===== src/sv/pnf_pkg.sv =====
// ----------------------------------------------------------------------------
// pnf_pkg
// Shared types, defaults and helpers for the 2-D Perlin fBm noise block.
// ----------------------------------------------------------------------------
package pnf_pkg;

   localparam int TABLE_ENTRIES_DEF = 256;
   localparam int MAX_OCTAVES_DEF   = 8;
   localparam int FRAC_BITS_DEF     = 16;

   localparam int CSR_ADDR_W  = 3;
   localparam int CSR_DATA_W  = 32;
   localparam int SEED_W      = 32;
   localparam int OCT_CSR_W   = 4;
   localparam int COORD_W     = 32;
   localparam int NOISE_W     = 16;

   localparam int DIV_SH_W    = 32;
   localparam int DIV_CNT_W   = 6;
   localparam logic [DIV_CNT_W-1:0] DIV_STEPS_MOD  = 6'd32;
   localparam logic [DIV_CNT_W-1:0] DIV_STEPS_NORM = 6'd16;

   localparam logic OP_RESEED = 1'b0;
   localparam logic OP_SAMPLE = 1'b1;

   localparam logic CSR_SEED    = 1'b0;
   localparam logic CSR_OCTAVES = 1'b1;

   typedef struct packed {
      logic                 start;
      logic [DIV_CNT_W-1:0] steps;
   } div_ctl_type;

   typedef enum logic [13:0] {
      ST_IDLE    = 14'b00000000000001,
      ST_FILL    = 14'b00000000000010,
      ST_SH_GEN  = 14'b00000000000100,
      ST_SH_DIV  = 14'b00000000001000,
      ST_SH_RDI  = 14'b00000000010000,
      ST_SH_RDJ  = 14'b00000000100000,
      ST_SH_WAIT = 14'b00000001000000,
      ST_SH_WRJ  = 14'b00000010000000,
      ST_RD      = 14'b00000100000000,
      ST_MUL     = 14'b00001000000000,
      ST_NORM    = 14'b00010000000000,
      ST_SCALE   = 14'b00100000000000,
      ST_DIV     = 14'b01000000000000,
      ST_DONE    = 14'b10000000000000
   } state_type;

   typedef enum logic [2:0] {
      RS_X0, RS_X1, RS_H00, RS_H01, RS_H10, RS_H11, RS_TAIL
   } rd_step_type;

   typedef enum logic [3:0] {
      MS_TX2, MS_TX3, MS_TXW, MS_U,
      MS_TY2, MS_TY3, MS_TYW, MS_V,
      MS_LO, MS_HI, MS_MIX, MS_OUT
   } mul_step_type;

   typedef enum logic [2:0] {
      GR_XPY, GR_NXPY, GR_XMY, GR_NXMY, GR_X, GR_NX, GR_Y, GR_NY
   } grad_sel_type;

   function automatic logic [SEED_W-1:0] xorshift32(input logic [SEED_W-1:0] s);
      logic [SEED_W-1:0] a;
      logic [SEED_W-1:0] b;
      a = s ^ (s << 13);
      b = a ^ (a >> 17);
      return b ^ (b << 5);
   endfunction

endpackage


===== src/sv/pnf_div.sv =====
// ----------------------------------------------------------------------------
// pnf_div
// Restoring divider, one quotient bit per cycle, remainder preload.
// ----------------------------------------------------------------------------
module pnf_div #(
   parameter int DEN_W = 24
) (
   input  logic                           clock,
   input  logic                           reset,
   input  pnf_pkg::div_ctl_type           ctl,
   input  logic [DEN_W-1:0]               den,
   input  logic [DEN_W-1:0]               rem_init,
   input  logic [pnf_pkg::DIV_SH_W-1:0]   bits,
   output logic                           done,
   output logic [DEN_W-1:0]               rem,
   output logic [pnf_pkg::DIV_SH_W-1:0]   quo
);
   import pnf_pkg::*;

   logic                 busy_ff;
   logic                 done_ff;
   logic [DIV_CNT_W-1:0] cnt_ff;
   logic [DEN_W-1:0]     rem_ff;
   logic [DEN_W-1:0]     den_ff;
   logic [DIV_SH_W-1:0]  sh_ff;

   logic [DEN_W:0]       rem_sh;
   logic [DEN_W:0]       rem_sub;
   logic                 fits;

   assign rem_sh  = {rem_ff, sh_ff[DIV_SH_W-1]};
   assign rem_sub = rem_sh - {1'b0, den_ff};
   assign fits    = rem_sh >= {1'b0, den_ff};

   always_ff @(posedge clock) begin
      if (reset) begin
         busy_ff <= 1'b0;
         done_ff <= 1'b0;
         cnt_ff  <= '0;
      end else begin
         done_ff <= 1'b0;
         if (ctl.start) begin
            busy_ff <= 1'b1;
            cnt_ff  <= ctl.steps;
         end else if (busy_ff) begin
            cnt_ff <= cnt_ff - 1'b1;
            if (cnt_ff == DIV_CNT_W'(1)) begin
               busy_ff <= 1'b0;
               done_ff <= 1'b1;
            end
         end
      end
   end

   always_ff @(posedge clock) begin
      if (ctl.start) begin
         rem_ff <= rem_init;
         den_ff <= den;
         sh_ff  <= bits;
      end else if (busy_ff) begin
         rem_ff <= fits ? rem_sub[DEN_W-1:0] : rem_sh[DEN_W-1:0];
         sh_ff  <= {sh_ff[DIV_SH_W-2:0], fits};
      end
   end

   assign done = done_ff;
   assign rem  = rem_ff;
   assign quo  = sh_ff;

`ifndef SYNTH
   a_no_restart: assert property (@(posedge clock) disable iff (reset)
      ctl.start |-> !busy_ff)
      else $error("divider restarted while busy");
   a_done_after_busy: assert property (@(posedge clock) disable iff (reset)
      done_ff |-> $past(busy_ff))
      else $error("divider done without a run");
   a_rem_below_den: assert property (@(posedge clock) disable iff (reset)
      done_ff |-> (rem_ff < den_ff))
      else $error("divider remainder not reduced");
`endif

endmodule


===== config.mk =====
export PLATFORM = sky130hd
export DESIGN_NAME = pnf_div
export DESIGN_NICKNAME = d
export VERILOG_FILES = /design/src/sv/pnf_pkg.sv /design/src/sv/pnf_div.sv
export SDC_FILE = /design/constraint.sdc
export NUM_CORES = 1
export LEC_CHECK = 0
export BUFFER_PORTS_ARGS = -buffer_cell sky130_fd_sc_hd__buf_2
export CAP_MARGIN = 20
export CORE_MARGIN = 2
export CORE_UTILIZATION = 48
export CTS_BUF_LIST = sky130_fd_sc_hd__clkbuf_4
export CTS_CLUSTER_DIAMETER = 40
export DETAILED_ROUTE_END_ITERATION = 12
export GPL_TIMING_DRIVEN = 0
export PLACE_DENSITY = 0.75
export SYNTH_ARGS = -nofsm -noshare
export SYNTH_HDL_FRONTEND = slang
export SYNTH_SLANG_ARGS = --single-unit

===== constraint.sdc =====
create_clock -name clock -period 5.75 [get_ports clock]
set_input_delay 0.8625 -clock clock [delete_from_list [all_inputs] [get_ports clock]]
set_output_delay 0.8625 -clock clock [all_outputs]
set_load 0.01 [all_outputs]

* Word level (Yosys, flattened, before mapping) *
Cells that the tools add are included.
W data, S select, Z words.

operators by class
  $add $sub $neg = 2
  order comparisons = 1
  equal/unequal tests = 1
  multiplexer cells = 11
  bitwise logic cells = 1
  reduce and logical (&&, ||, !) cells = 2

operators by type and width
  cell                   count
  $mux W24               3
  $mux W32               2
  $ge A25 B24 Y1         1
  $sub A24 B24 Y24       1
  $mux W6                2
  $eq A6 B1 Y1 const B   1
  $sub A6 B1 Y6 const B  1
  $mux W1                4
  $reduce_or A3 Y1       1
  $reduce_bool A2 Y1     1
  $not A1 Y1             1

storage, ports and cells
  flip-flop bits (word level) = 88
  bits of input ports = 89
  output and inout bits = 57
  logic and storage cells = 24

* Depth between registers and ports, before layout *
  word-level depth = 4
  depth in mapped cells = 12
  depth with buffers taken out = 12

* Worst setup path before layout *
No wires, ideal clock.

  path kind = register to register
  start point = register sh_ff[31] (netlist: quo[31])
  end point = register rem_ff[16] (netlist: rem[16]) (data pin)
  library setup time = 0.261 ns
  data arrival time = 2.815 ns
  data required time = 5.489 ns
  setup slack = 2.674 ns
  cell stages (with the launch flop) = 13
  buffers on the path = 0
  clock period less this slack = 3.076 ns
  cell sequence = edfxtp_1 -> inv_1 -> ha_1 -> inv_1 -> fa_1 -> a211o_1 -> a2111oi_4 -> nor3_2 -> o221ai_2 -> nor2_2 -> a311oi_2 -> xnor2_1 -> a221o_1

between the ends
  longest elaborated chain between the ends = 4
  elaborated cells between the ends (all ways) = 5
  those cells by class = add/sub (1); order compare (1); mux (3)

RTL lines
  element                                             RTL line                      source
  start: declaration                                  pnf_div.sv:25                 logic [DIV_SH_W-1:0] sh_ff;
  start signal: assignment                            pnf_div.sv:59                 sh_ff <= bits;
  start signal: assignment                            pnf_div.sv:62                 sh_ff <= {sh_ff[DIV_SH_W-2:0], fits};
  $sub A24 B24 Y24 or $ge A25 B24 Y1 (tied branches)  pnf_div.sv:32, pnf_div.sv:33
  $mux W24 *                                          pnf_div.sv:61                 rem_ff <= fits ? rem_sub[DEN_W-1:0] : rem_sh[DEN_W-1:0];
  $mux W24 *                                          pnf_div.sv:60                 end else if (busy_ff) begin
  $mux W24 *                                          pnf_div.sv:56                 if (ctl.start) begin
  end signal: assignment                              pnf_div.sv:57                 rem_ff <= rem_init;
  end signal: assignment                              pnf_div.sv:61
  end: declaration                                    pnf_div.sv:23                 logic [DEN_W-1:0] rem_ff;

Every way passes the cells marked *; elsewhere a longest branch is shown, timed or not. The select of a mux whose other input is x is not followed.
A chain may end at the register's enable or synchronous reset.

* Worst setup path after layout *
Ends and elaborated chain as after synthesis.

==> impl_metrics.json <==
{
  "run_status": "finished, final reports clean",
  "grt_max_degree": 33,
  "netlist_area_um2": 5030,
  "cts_hold_buf": 0,
  "cts.reportedPaths.clkPinSlew_ns": 0.16,
  "global_route.usage.total": 0.215,
  "critical_path.startpoint_type": "flop",
  "first_pass_iters": 5,
  "fin_worst_hold_slack_ns": 0.551,
  "tightest_slew_ns": 0.652,
  "first_global_vias": 3980,
  "clock.fmax_mhz": 299,
  "holdCritPathClass": "input pin to flop",
  "final.setup.tns_ns": 0,
  "clk_latency_ns": 0.47,
  "timing.final.ws_setup_ns": 2.41,
  "floorplan.rows": 37,
  "seqCellArea_um2": 2560,
  "combPwrFrac": 0.412,
  "cts_tree": "yes",
  "layout_worst_path_cycle_share": 0.582,
  "clock_power_share": 0.165,
  "dpl-instance-area_um2": 5940,
  "final_net_count": 715,
  "route.detailed.wl_per_inst_um": 15.7,
  "post_route_cells_drive_above_1_share": 0.344,
  "overflow": 0,
  "ctsRootBufferMaster": "sky130_fd_sc_hd__clkbuf_4",
  "grt_setup_unrepaired": "no",
  "drt-total-wl_um": 11600,
  "post_synth_top_cells": "80 x sky130_fd_sc_hd__edfxtp_1, 40 x sky130_fd_sc_hd__a21oi_1, 39 x sky130_fd_sc_hd__nor2_1",
  "drcViolationCount": 0,
  "area_growth_pct": 20.7,
  "cts_setup_buffers": 0,
  "synth.top_cells.by_area": "sky130_fd_sc_hd__edfxtp_1 48%, sky130_fd_sc_hd__mux2_2 7.4%, sky130_fd_sc_hd__ha_1 6.5%",
  "synth.largest_area_cell": "sky130_fd_sc_hd__edfxtp_1",
  "h_tree_depth": 3,
  "internal-power_mw": 1.31,
  "maxCapViolCount": 0,
  "gp_congestion": 0.816,
  "numCtsBuffers": 9,
  "route.vias.total": 3948,
  "setup_slack_of_the_most_critical_reg_to_reg_path_ns": 2.41,
  "slew_viol_final": 0,
  "initial_utilization": 0.492,
  "port-buffer-count": 144,
  "finalClockSkew_ns": 0.0209,
  "dp.final_hpwl_um": 8880,
  "slew-limit-headroom": 0.565,
  "synth_enable_flop_cells": 80,
  "timing.final.crit_period_ns": 3.34,
  "yosysMostFrequentCell": "sky130_fd_sc_hd__edfxtp_1",
  "ys_ff_latch": 88,
  "count_of_distinct_cell_types_in_the_synthesized_netlist": 56,
  "dp_slack_ns": 2.15,
  "sequentialPowerShare": 0.423,
  "cell_leakage_power_nw": 2.67,
  "viasPerCell": 5.33,
  "crit_arrival_ns": 3.59,
  "cts_resized": 0,
  "yosys_most_used_dff": "sky130_fd_sc_hd__edfxtp_1",
  "route.antenna.remaining_nets": 0,
  "multi_input_area_um2": 2270,
  "dieHeight_um": 106,
  "syn-mean-instance-area_um2": 11.4,
  "grt_first_pass_wirelength_um": 18900,
  "postSynthNetCount": 559,
  "p_switching_mw": 0.770,
  "ys_seq_area_frac": 0.509,
  "finalHoldViolCount": 0,
  "cts.path.max_buffers": 2,
  "yosysTopAreaCellShare": 0.477,
  "core-area_um2": 10200,
  "post-route-util": 0.594,
  "async_set_or_reset_flop_fraction_in_the_synthesized_netlist": 0,
  "grt_antenna_before_repair": 1,
  "timing_worst_setup_path_type": "flop to flop",
  "stdcell_area_um2": 6070,
  "p_per_area_nw_per_um2": 342,
  "setup_violations": 0,
  "die_w_um": 106,
  "clkSinkCount": 88,
  "ys.warnings.count": 0,
  "crit_path_end_kind": "flop",
  "nFillCells": 894,
  "top_level_ports": 146,
  "path_max_fanout": 3,
  "dieArea_um2": 11300,
  "synthCells": 443,
  "drt_iter0_drc": 170,
  "switching_share": 0.370,
  "ir_drop_uv": 219,
  "cp.required_ns": 5.99
}
## worst paths after layout
check | from | endpoint | cells past startpoint
max | quo[31] | rem[16] | 12
min | den[23] | den_ff[23] | 1
max reg2reg | quo[31] | rem[16] | 12
min reg2reg | cnt_ff[5] | busy_ff | 2
## routing by layer
metal  part of all wire  wire (um)  GRT usage  vias up
li1                   -          -          -     1951
met2               0.49       5760      0.375      142
met1               0.40       4680      0.244     1847
met4             0.0089        104     0.0545        0
met3              0.094       1090     0.0889        8
met5                  0          0          0        -
## through the flow
stage | total power [mW] | std cells
finish | 2.08 | 741
floorplan | 1.51 | 443
CTS | 2.09 | 740
global route | 2.22 | 740
global placement | 1.72 | 723
detailed placement | 1.74 | 724
## power by group through the flow
stage	Combinational [mW]	Sequential, mW	Clock [mW]
after floorplan	0.591	0.916	0
after global placement	0.829	0.891	0
after detailed placement	0.850	0.894	0
after CTS	0.857	0.880	0.352
after global routing	0.954	0.890	0.372
final	0.858	0.879	0.343
## placed cells by master, fill, tap and decap left out, types with 9 or more instances in the layout
master / n
sky130_fd_sc_hd__nor2_1: 39
sky130_fd_sc_hd__and3_1: 9
sky130_fd_sc_hd__ha_1: 26
sky130_fd_sc_hd__clkbuf_4: 9
sky130_fd_sc_hd__mux2_2: 33
sky130_fd_sc_hd__edfxtp_1: 80
sky130_fd_sc_hd__xnor2_1: 16
sky130_fd_sc_hd__mux2i_1: 18
sky130_fd_sc_hd__nand2_1: 22
sky130_fd_sc_hd__o21ai_0: 12
sky130_fd_sc_hd__clkbuf_1: 14
sky130_fd_sc_hd__buf_2: 145
sky130_fd_sc_hd__nor3_1: 12
sky130_fd_sc_hd__a21oi_1: 40
sky130_fd_sc_hd__inv_1: 31
## flip-flops by register name (all words and copies together) (netlist names)
name and flops:
busy_ff 1, cnt_ff 6, den_ff 24, done 1
quo 32, rem 24
## critical path: stages, from the launching register on
cell and delay (ns):
sky130_fd_sc_hd__edfxtp_1 0.42, sky130_fd_sc_hd__inv_1 0.09, sky130_fd_sc_hd__ha_1 0.16, sky130_fd_sc_hd__inv_1 0.06
sky130_fd_sc_hd__fa_1 0.43, sky130_fd_sc_hd__a211o_1 0.39, sky130_fd_sc_hd__a2111oi_4 0.40, sky130_fd_sc_hd__nor3_2 0.10
sky130_fd_sc_hd__o221ai_2 0.23, sky130_fd_sc_hd__nor2_2 0.08, sky130_fd_sc_hd__a311oi_2 0.30, sky130_fd_sc_hd__xnor2_1 0.13
sky130_fd_sc_hd__a221o_1 0.32
## kinds of logic (layout without fill, tap and decap cells)
logic type | Yosys count | after routing | share of synthesized area
adders and majority gates | 27 | 27 | 0.0686
muxes | 51 | 51 | 0.110
xor gates and xnor gates | 24 | 24 | 0.0418
buffers and inverters | 50 | 211 | 0.0390
other | 0 | 1 | 0
AOI/OAI and AO/OA | 96 | 96 | 0.130
and+or+nand+nor | 107 | 107 | 0.102
DFF | 88 | 88 | 0.509
## final cells by class
class                           count  area share
Sequential cell                    88       0.422
Multi-Input combinational cell    305       0.374
Timing Repair Buffer              145       0.122
Tap cell                          136      0.0280
Inverter                           32      0.0198
Buffer                             18      0.0126
Clock buffer                        9      0.0111
Clock inverter                      7     0.00989
Antenna cell                        1    0.000412
(Power assumes the default switching activity.)
